<file path="src/sha_pkg.sv">
// SHA-256 engine package: constants, round table and rotate function.
// No dependencies.
`default_nettype none
package sha_pkg;

  localparam int unsigned WordW = 32;
  localparam int unsigned FifoDepth = 2;
  localparam int unsigned Rounds = 64;

  typedef logic [31:0] word_t;

  // entry queued between the front and the back
  typedef struct packed {
    logic [31:0] word;
    logic        pad;   // 1: word carries message end, pad after it
    logic [63:0] bits;  // message length in bits, valid with pad; low 3 bits carry the final byte count
  } job_t;

  typedef enum logic [2:0] {
    StIdle, StLoad, StRound, StFold, StPad, StOut
  } back_st_e;

  localparam word_t InitHash [8] = '{
    32'h6a09e667, 32'hbb67ae85, 32'h3c6ef372, 32'ha54ff53a,
    32'h510e527f, 32'h9b05688c, 32'h1f83d9ab, 32'h5be0cd19
  };

  localparam word_t RoundK [64] = '{
    32'h428a2f98, 32'h71374491, 32'hb5c0fbcf, 32'he9b5dba5, 32'h3956c25b, 32'h59f111f1,
    32'h923f82a4, 32'hab1c5ed5, 32'hd807aa98, 32'h12835b01, 32'h243185be, 32'h550c7dc3,
    32'h72be5d74, 32'h80deb1fe, 32'h9bdc06a7, 32'hc19bf174, 32'he49b69c1, 32'hefbe4786,
    32'h0fc19dc6, 32'h240ca1cc, 32'h2de92c6f, 32'h4a7484aa, 32'h5cb0a9dc, 32'h76f988da,
    32'h983e5152, 32'ha831c66d, 32'hb00327c8, 32'hbf597fc7, 32'hc6e00bf3, 32'hd5a79147,
    32'h06ca6351, 32'h14292967, 32'h27b70a85, 32'h2e1b2138, 32'h4d2c6dfc, 32'h53380d13,
    32'h650a7354, 32'h766a0abb, 32'h81c2c92e, 32'h92722c85, 32'ha2bfe8a1, 32'ha81a664b,
    32'hc24b8b70, 32'hc76c51a3, 32'hd192e819, 32'hd6990624, 32'hf40e3585, 32'h106aa070,
    32'h19a4c116, 32'h1e376c08, 32'h2748774c, 32'h34b0bcb5, 32'h391c0cb3, 32'h4ed8aa4a,
    32'h5b9cca4f, 32'h682e6ff3, 32'h748f82ee, 32'h78a5636f, 32'h84c87814, 32'h8cc70208,
    32'h90befffa, 32'ha4506ceb, 32'hbef9a3f7, 32'hc67178f2
  };

  function automatic word_t rotr(word_t v, int unsigned n);
    return (v >> n) | (v << (32 - n));
  endfunction

endpackage
`default_nettype wire

</file>
<file path="src/sha256_hash_engine.sv">
// SHA-256 engine top: front end, job queue, compression back end.
// Depends on sha_pkg, sha_front, sha_fifo, sha_back.
`default_nettype none
// channel | dir | handshake       | payload
// input   | in  | valid_i/ready_o | data_word_i, byte_count_i, message_end_i
// output  | out | valid_o/ready_i | digest_word_o, word_index_o, digest_last_o
//
// In the back end a word passes the idle and load states; each filled block
// then runs the compression rounds and a fold step in the shared round unit.
// Message end adds padding words and one or two blocks, then 8 digest beats.
// Reset is asynchronous; hash words return to the initial values.
// The front end keeps taking words while the queue (two entries by default) has room.
module sha256_hash_engine
  import sha_pkg::*;
#(
  parameter int unsigned QueueDepth = FifoDepth
) (
  input  wire logic        clk_i,
  input  wire logic        rst_ni,
  input  wire logic        valid_i,
  output logic             ready_o,
  input  wire logic [31:0] data_word_i,
  input  wire logic [2:0]  byte_count_i,
  input  wire logic        message_end_i,
  output logic             valid_o,
  input  wire logic        ready_i,
  output logic [31:0]      digest_word_o,
  output logic [2:0]       word_index_o,
  output logic             digest_last_o
);

  job_t in_job, out_job;
  logic push, full, pop, empty;

  sha_front u_front (
    .clk_i, .rst_ni, .valid_i, .ready_o, .data_word_i, .byte_count_i,
    .message_end_i, .push_o(push), .job_o(in_job), .full_i(full)
  );

  sha_fifo #(.Depth(QueueDepth)) u_fifo (
    .clk_i, .rst_ni, .push_i(push), .data_i(in_job), .full_o(full),
    .pop_i(pop), .data_o(out_job), .empty_o(empty)
  );

  sha_back u_back (
    .clk_i, .rst_ni, .empty_i(empty), .job_i(out_job), .pop_o(pop),
    .valid_o, .ready_i, .digest_word_o, .word_index_o, .digest_last_o
  );

endmodule
`default_nettype wire

</file>
<file path="src/sha_front.sv">
// Front end: accepts words, masks the final word, counts message length.
// Depends on sha_pkg.
`default_nettype none
module sha_front
  import sha_pkg::*;
(
  input  wire logic        clk_i,
  input  wire logic        rst_ni,
  input  wire logic        valid_i,
  output logic             ready_o,
  input  wire logic [31:0] data_word_i,
  input  wire logic [2:0]  byte_count_i,
  input  wire logic        message_end_i,
  output logic             push_o,
  output job_t             job_o,
  input  wire logic        full_i
);

  logic [60:0] len_q, len_d, len_sum;
  logic [2:0]  cnt;
  logic [31:0] keep;

  assign ready_o = !full_i;
  assign push_o  = valid_i && !full_i;

  always_comb begin
    cnt = message_end_i ? ((byte_count_i > 3'd4) ? 3'd4 : byte_count_i) : 3'd4;
    unique case (cnt)
      3'd0:    keep = 32'h0;
      3'd1:    keep = 32'hff000000;
      3'd2:    keep = 32'hffff0000;
      3'd3:    keep = 32'hffffff00;
      default: keep = 32'hffffffff;
    endcase
    len_sum = len_q + 61'(cnt);
    len_d   = len_q;
    if (push_o) len_d = message_end_i ? '0 : len_sum;
    job_o.word = data_word_i & keep;
    job_o.pad  = message_end_i;
    job_o.bits = {len_sum, 3'b000};
    // the count rides in the low bits of bits for the back end's pad byte
    if (message_end_i) job_o.bits[2:0] = cnt;
  end

  always_ff @(posedge clk_i or negedge rst_ni) begin
    if (!rst_ni) begin
      len_q <= '0;
    end else begin
      len_q <= len_d;
    end
  end

endmodule
`default_nettype wire

</file>
<file path="src/sha_fifo.sv">
// Small queue between front and back end.
// Depends on sha_pkg.
`default_nettype none
module sha_fifo
  import sha_pkg::*;
#(
  parameter int unsigned Depth = FifoDepth
) (
  input  wire logic clk_i,
  input  wire logic rst_ni,
  input  wire logic push_i,
  input  job_t      data_i,
  output logic      full_o,
  input  wire logic pop_i,
  output job_t      data_o,
  output logic      empty_o
);

  localparam int unsigned AW = (Depth > 1) ? $clog2(Depth) : 1;
  job_t mem_q [Depth];
  logic [AW-1:0] wp_q, rp_q;
  logic [AW:0]   cnt_q;

  assign full_o  = (cnt_q == (AW+1)'(Depth));
  assign empty_o = (cnt_q == '0);
  assign data_o  = mem_q[rp_q];

  always_ff @(posedge clk_i) begin
    if (push_i) mem_q[wp_q] <= data_i;
  end

  always_ff @(posedge clk_i or negedge rst_ni) begin
    if (!rst_ni) begin
      wp_q <= '0; rp_q <= '0; cnt_q <= '0;
    end else begin
      if (push_i) wp_q <= (wp_q == AW'(Depth-1)) ? '0 : wp_q + 1'b1;
      if (pop_i)  rp_q <= (rp_q == AW'(Depth-1)) ? '0 : rp_q + 1'b1;
      cnt_q <= cnt_q + (AW+1)'(push_i) - (AW+1)'(pop_i);
    end
  end

endmodule
`default_nettype wire

</file>
<file path="src/sha_back.sv">
// Back end: block buffer, padding sequencer, one-round-per-cycle compression
// and digest output. Depends on sha_pkg.
`default_nettype none
module sha_back
  import sha_pkg::*;
(
  input  wire logic        clk_i,
  input  wire logic        rst_ni,
  input  wire logic        empty_i,
  input  job_t             job_i,
  output logic             pop_o,
  output logic             valid_o,
  input  wire logic        ready_i,
  output logic [31:0]      digest_word_o,
  output logic [2:0]       word_index_o,
  output logic             digest_last_o
);

  back_st_e st_q, st_d;
  word_t w_q [16];
  word_t h_q [8];
  word_t v_q [8];
  logic [3:0]  fill_q;
  logic [5:0]  rnd_q;
  logic [2:0]  oidx_q;
  logic        fin_q;     // padding in progress
  logic        lenok_q;   // current message needs length now
  logic        mark_q;    // full final word: 0x80 marker word still owed
  logic [63:0] bits_q;

  // padding generator's word for this cycle's push, and the push strobe
  word_t pw;
  logic  push;
  word_t nw, wt, t1, t2;

  always_comb begin
    word_t a2, a15;
    a2  = w_q[4'(rnd_q - 6'd2)];
    a15 = w_q[4'(rnd_q - 6'd15)];
    nw  = (rotr(a2,17) ^ rotr(a2,19) ^ (a2 >> 10)) + w_q[4'(rnd_q - 6'd7)]
        + (rotr(a15,7) ^ rotr(a15,18) ^ (a15 >> 3)) + w_q[rnd_q[3:0]];
    wt  = (rnd_q >= 6'd16) ? nw : w_q[rnd_q[3:0]];
    t1  = v_q[7] + (rotr(v_q[4],6) ^ rotr(v_q[4],11) ^ rotr(v_q[4],25))
        + ((v_q[4] & v_q[5]) ^ (~v_q[4] & v_q[6])) + RoundK[rnd_q] + wt;
    t2  = (rotr(v_q[0],2) ^ rotr(v_q[0],13) ^ rotr(v_q[0],22))
        + ((v_q[0] & v_q[1]) ^ (v_q[0] & v_q[2]) ^ (v_q[1] & v_q[2]));
  end

  // padding word generator
  always_comb begin
    pw = '0;
    if (mark_q) pw = 32'h80000000;
    else if (lenok_q && fill_q == 4'd14) pw = bits_q[63:32];
    else if (lenok_q && fill_q == 4'd15) pw = {bits_q[31:3], 3'b000};
  end

  // next state
  always_comb begin
    st_d = st_q;
    unique case (st_q)
      StIdle:  if (!empty_i) st_d = StLoad;
      StLoad:  st_d = (fill_q == 4'd15) ? StRound : (job_i.pad ? StPad : StIdle);
      StPad:   if (fill_q == 4'd15) st_d = StRound;
      StRound: if (rnd_q == 6'd63) st_d = StFold;
      StFold:  st_d = (fin_q && lenok_q) ? StOut : (fin_q ? StPad : StIdle);
      StOut:   if (ready_i && oidx_q == 3'd7) st_d = StIdle;
      default: st_d = StIdle;
    endcase
  end

  // outputs
  always_comb begin
    pop_o = (st_q == StLoad);
    push  = (st_q == StLoad) || (st_q == StPad);
    valid_o = (st_q == StOut);
    digest_word_o = h_q[oidx_q];
    word_index_o  = oidx_q;
    digest_last_o = (oidx_q == 3'd7);
  end

  always_ff @(posedge clk_i) begin
    if (st_q == StLoad) begin
      if (job_i.pad) begin
        unique case (job_i.bits[2:0])
          3'd0: w_q[fill_q] <= 32'h80000000;
          3'd1: w_q[fill_q] <= job_i.word | 32'h00800000;
          3'd2: w_q[fill_q] <= job_i.word | 32'h00008000;
          3'd3: w_q[fill_q] <= job_i.word | 32'h00000080;
          default: w_q[fill_q] <= job_i.word;
        endcase
      end else begin
        w_q[fill_q] <= job_i.word;
      end
    end else if (st_q == StPad) begin
      w_q[fill_q] <= pw;
    end else if (st_q == StRound && rnd_q >= 6'd16) begin
      w_q[rnd_q[3:0]] <= nw;
    end
  end

  always_ff @(posedge clk_i or negedge rst_ni) begin
    if (!rst_ni) begin
      st_q <= StIdle;
      for (int i = 0; i < 8; i++) begin h_q[i] <= InitHash[i]; v_q[i] <= '0; end
      fill_q <= '0; rnd_q <= '0; oidx_q <= '0;
      fin_q <= 1'b0; lenok_q <= 1'b0; mark_q <= 1'b0; bits_q <= '0;
    end else begin
      st_q <= st_d;
      if (push) fill_q <= fill_q + 4'd1;
      if (st_q == StLoad && job_i.pad) begin
        fin_q  <= 1'b1;
        bits_q <= job_i.bits;
        // a full final word still needs a separate 0x80 word before the length
        mark_q <= (job_i.bits[2:0] == 3'd4);
        lenok_q <= (job_i.bits[2:0] == 3'd4) ? (fill_q <= 4'd12) : (fill_q <= 4'd13);
      end
      if (st_q == StPad) mark_q <= 1'b0;
      if (push && fill_q == 4'd15) begin
        for (int i = 0; i < 8; i++) v_q[i] <= h_q[i];
        rnd_q <= '0;
      end
      if (st_q == StRound) begin
        v_q[7] <= v_q[6]; v_q[6] <= v_q[5]; v_q[5] <= v_q[4];
        v_q[4] <= v_q[3] + t1;
        v_q[3] <= v_q[2]; v_q[2] <= v_q[1]; v_q[1] <= v_q[0];
        v_q[0] <= t1 + t2;
        rnd_q  <= rnd_q + 6'd1;
      end
      if (st_q == StFold) begin
        for (int i = 0; i < 8; i++) h_q[i] <= h_q[i] + v_q[i];
        if (fin_q) lenok_q <= 1'b1;
      end
      if (st_q == StOut && ready_i) begin
        oidx_q <= oidx_q + 3'd1;
        if (oidx_q == 3'd7) begin
          for (int i = 0; i < 8; i++) h_q[i] <= InitHash[i];
          fin_q <= 1'b0; lenok_q <= 1'b0;
        end
      end
    end
  end

  sha_pad_ok_a: assert property (@(posedge clk_i) disable iff (!rst_ni)
    st_q == StPad |-> fin_q) else $error("padding outside message end");
  sha_out_fill_a: assert property (@(posedge clk_i) disable iff (!rst_ni)
    st_q == StOut |-> fill_q == 4'd0) else $error("digest with partial block");
  sha_rnd_a: assert property (@(posedge clk_i) disable iff (!rst_ni)
    st_q != StRound && st_q != StFold |-> rnd_q == 6'd0 || st_q == StOut
    || st_q == StIdle || st_q == StLoad || st_q == StPad)
    else $error("round counter");

endmodule
`default_nettype wire
</file>
<file path="config.mk">
export PLATFORM = sky130hd
export DESIGN_NAME = sha256_hash_engine
export DESIGN_NICKNAME = d
export VERILOG_FILES = /design/src/sha_pkg.sv /design/src/sha256_hash_engine.sv /design/src/sha_front.sv /design/src/sha_fifo.sv /design/src/sha_back.sv
export SDC_FILE = /design/constraint.sdc
export NUM_CORES = 2
export LEC_CHECK = 0
export CAP_MARGIN = 20
export CORE_ASPECT_RATIO = 1.1
export CORE_MARGIN = 1
export CORE_UTILIZATION = 40
export DETAILED_ROUTE_END_ITERATION = 16
export DONT_BUFFER_PORTS = 1
export REMOVE_ABC_BUFFERS = 1
export SLEW_MARGIN = 20
export SYNTH_ARGS = -nofsm -noshare
export SYNTH_HDL_FRONTEND = slang
export SYNTH_SLANG_ARGS = --single-unit
</file>
<file path="constraint.sdc">
create_clock -name clk_i -period 38.2 [get_ports clk_i]
set_input_delay 7.64 -clock clk_i [delete_from_list [all_inputs] [get_ports clk_i]]
set_output_delay 7.64 -clock clk_i [all_outputs]
set_load 0.01 [all_outputs]
</file>
==> flow_summary.toml <==
[placement]
postPlaceCellArea_um2 = 96260
place_hpwl_um = 226200
gp_congestion = 1.009
port-buffer-count = 0
place_ws_ns = 24.01

[layout]
final_cell_area_um2 = 101900
finalNetCount = 9427
num-fill-cells = 21497
drive_above_1_share = 0.1190
area_growth_pct = 9.729

[clock_tree]
cts-buffers-inserted = 161
path_clk_slew_ns = 0.07
h-tree-depth = 4
hold_buffers = 0
clock_path_buffers = 3
post_cts_buffers = 0
clkLatencyLatePin_ns = 0.85
post_cts_resized = 0
cts_root_buf = "clkbuf_16"
clkSinkCount = 1363
tritoncts = "yes"

[route]
via_count = 72785
drcViolationCount = 0
ant_nets = 0
wire_per_inst_um = 26.90
drtIter0Drc = 7551
drt-total-wl_um = 322900
first_pass_iters = 6
viasPerCell = 6.064

[synth]
synthArstFlopShare = 0.4820
synthesis.instances = 8998
yosys.area.top_type_share = 0.2284
synth_area_leaders = "edfxtp_1 23%, dfrtp_1 14%, mux4_2 8.0%"
synth_edf_count = 706
syn_avg_cell_area_um2 = 10.32
ys_ff_latch = 1363
synthFlopType = "edfxtp_1"
synth_area_um2 = 92830
yosysTopAreaCell = "edfxtp_1"
synth_warnings = 0
ys_seq_area_frac = 0.4073
ys_types = 95

[setup_path]
path_max_fanout = 94
crit_arrival_ns = 15.04
critPathMostFrequentCell = "a21o_1"
slowest_stage = "dfrtp_4"
end_kind = "flip-flop"
max_stage_delay_ns = 0.84
required_ns = 38.88
cp-start-kind = "flip-flop"
path_class = "flip-flop to flip-flop"

[global_routing]
grt_pass1_wl_um = 474600
antenna_found_initial = 5
grt_max_degree = 189
gr-total-overflow = 0
grt_pass1_vias = 72033
grt_usage = 0.2725

[sta]
fin_ws_ns = 23.84
drv_slew = 0
setup_viol = 0
relSlewSlack = 0.1370
fin_crit_ns = 14.36
rsz0062_at_grt = "no"
fin_crit_sh = 0.3760
fin_setup_tns_ns = 0
hold_slack_ns = 0.4957
timing.fmax_mhz = 69.62
fin_skew_ns = 0.04996
final_hold_viol_count = 0
worst_pin_slew_ns = 1.295

[run]
drv_cap = 0

[die]
die-width_um = 461.3
fp.coreArea_um2 = 230800
fp-row-count = 185
pin_count = 78
die_h_um = 507.3
start_util = 0.4023
die_area_um2 = 234000

[outcome]
status = "complete, no violations"

[hold_path]
hp-class = "flip-flop to flip-flop"
-- layer usage --
metal  vias up  global-route usage  routed length (um)
li1      32294                   -                   -
met3       757             0.03773               22320
met4         0              0.1524               20150
met2      3108              0.4473              153200
met5         -                   0                   0
met1     36626              0.3451              127200
-- state kept, by name (all words and copies together), names as in the netlist --
| register | count |
|---|---|
| u_back.st_q | 3 |
| u_back.lenok_q | 1 |
| u_back.mark_q | 1 |
| u_back.w_q | 512 |
| u_fifo.wp_q | 1 |
| u_front.len_q | 61 |
| u_back.fin_q | 1 |
| u_fifo.cnt_q | 2 |
| u_back.fill_q | 4 |
| u_back.rnd_q | 6 |
| u_back.h_q | 256 |
| u_back.v_q | 256 |
| u_back.word_index_o | 3 |
| u_fifo.mem_q | 194 |
| u_fifo.rp_q | 1 |
| u_back.bits_q | 61 |
-- through the flow --
stage | std cells | util
4_1_cts | 11999 | 0.4411
3_5_place_dp | 11700 | 0.4171
6_report | 12002 | 0.4414
3_3_place_gp | 11695 | 0.4166
5_1_grt | 12001 | 0.4414
2_1_floorplan | 8444 | -
-- cell usage in the layout, fill, tap and decap left out, types with 27 or more instances in the layout --
| cell | n |
|---|---|
| nand2_1 | 1180 |
| edfxtp_1 | 706 |
| nor2_1 | 649 |
| a21oi_1 | 610 |
| dfrtp_1 | 511 |
| xnor2_1 | 429 |
| o21ai_0 | 418 |
| ha_1 | 409 |
| mux2i_1 | 385 |
| inv_1 | 376 |
| mux4_2 | 329 |
| a31oi_1 | 307 |
| a21o_1 | 202 |
| fa_1 | 196 |
| xor2_1 | 188 |
| clkbuf_16 | 162 |
| buf_4 | 162 |
| dfstp_2 | 136 |
| nand3_1 | 119 |
| o211ai_1 | 119 |
| nor3_1 | 84 |
| nor2b_1 | 79 |
| mux2_2 | 77 |
| nand2b_1 | 74 |
| a211oi_1 | 64 |
| and3_1 | 63 |
| o21bai_1 | 55 |
| o21a_1 | 53 |
| o31ai_1 | 48 |
| and2_1 | 44 |
| o22ai_1 | 39 |
| a221oi_1 | 38 |
| or3_1 | 29 |
| clkinv_2 | 29 |
| clkinv_1 | 27 |
-- layout make-up --
cell class / count / area [um2] / area share
antenna: 2 / 5.005 / 0.00004913
clock inverter: 91 / 1105 / 0.01085
clock buffer: 208 / 4427 / 0.04346
tap: 3085 / 3860 / 0.03789
sequential: 1363 / 37840 / 0.3715
timing repair buffer: 172 / 1439 / 0.01413
inverter: 382 / 1436 / 0.01410
multi-input combinational: 6699 / 51750 / 0.5080
-- cell usage after synthesis, drive strengths merged (88+ instances only) --
cell type / number
clkbuf: 426
a21oi: 623
mux2i: 385
dfrtp: 521
mux4: 332
buf: 128
nand3: 120
xnor2: 433
nor2: 672
o21ai: 421
o211ai: 119
xor2: 188
ha: 412
a21o: 202
nand2: 1185
edfxtp: 706
nor3: 88
dfstp: 136
fa: 196
inv: 380
a31oi: 308
-- worst paths after layout --
kind                                              startpoint                       endpoint  slack, ns  cells after the start
worst max-delay path             u_back.rnd_q[0]$_DFFE_PN0P_    u_back.v_q[254]$_DFFE_PN0P_      23.84                     45
worst min-delay path            u_front.len_q[2]$_DFFE_PN0P_   u_front.len_q[2]$_DFFE_PN0P_       0.50                      2
worst max register to register   u_back.rnd_q[0]$_DFFE_PN0P_    u_back.v_q[254]$_DFFE_PN0P_      23.84                     45
worst min register to register  u_front.len_q[2]$_DFFE_PN0P_   u_front.len_q[2]$_DFFE_PN0P_       0.50                      2
max in group asynchronous                             rst_ni  u_front.len_q[17]$_DFFE_PN0P_      29.07                      4
min in group asynchronous                             rst_ni     u_back.v_q[98]$_DFFE_PN0P_       6.53                      0
-- kinds of logic after synthesis --
logic type,synth area share
flops,0.4073
compound gates,0.1503
mux,0.1315
buf+inv,0.03890
simple gates,0.1133
fa+ha+maj,0.09963
xor+xnor,0.05907
-- worst max-delay path: cells and delay by family (launching register included) --
family          cells  cell delay, ns
fa+ha+maj          10            4.76
simple gates        1            0.13
compound gates     19            4.39
flops               1            0.84
buf+inv             7            1.22
mux                 3            1.69
xor+xnor            5            1.02
Power is left out: the tool's default activity adds up to more than one toggle a clock period on the data nets, which glitch-free logic cannot reach.
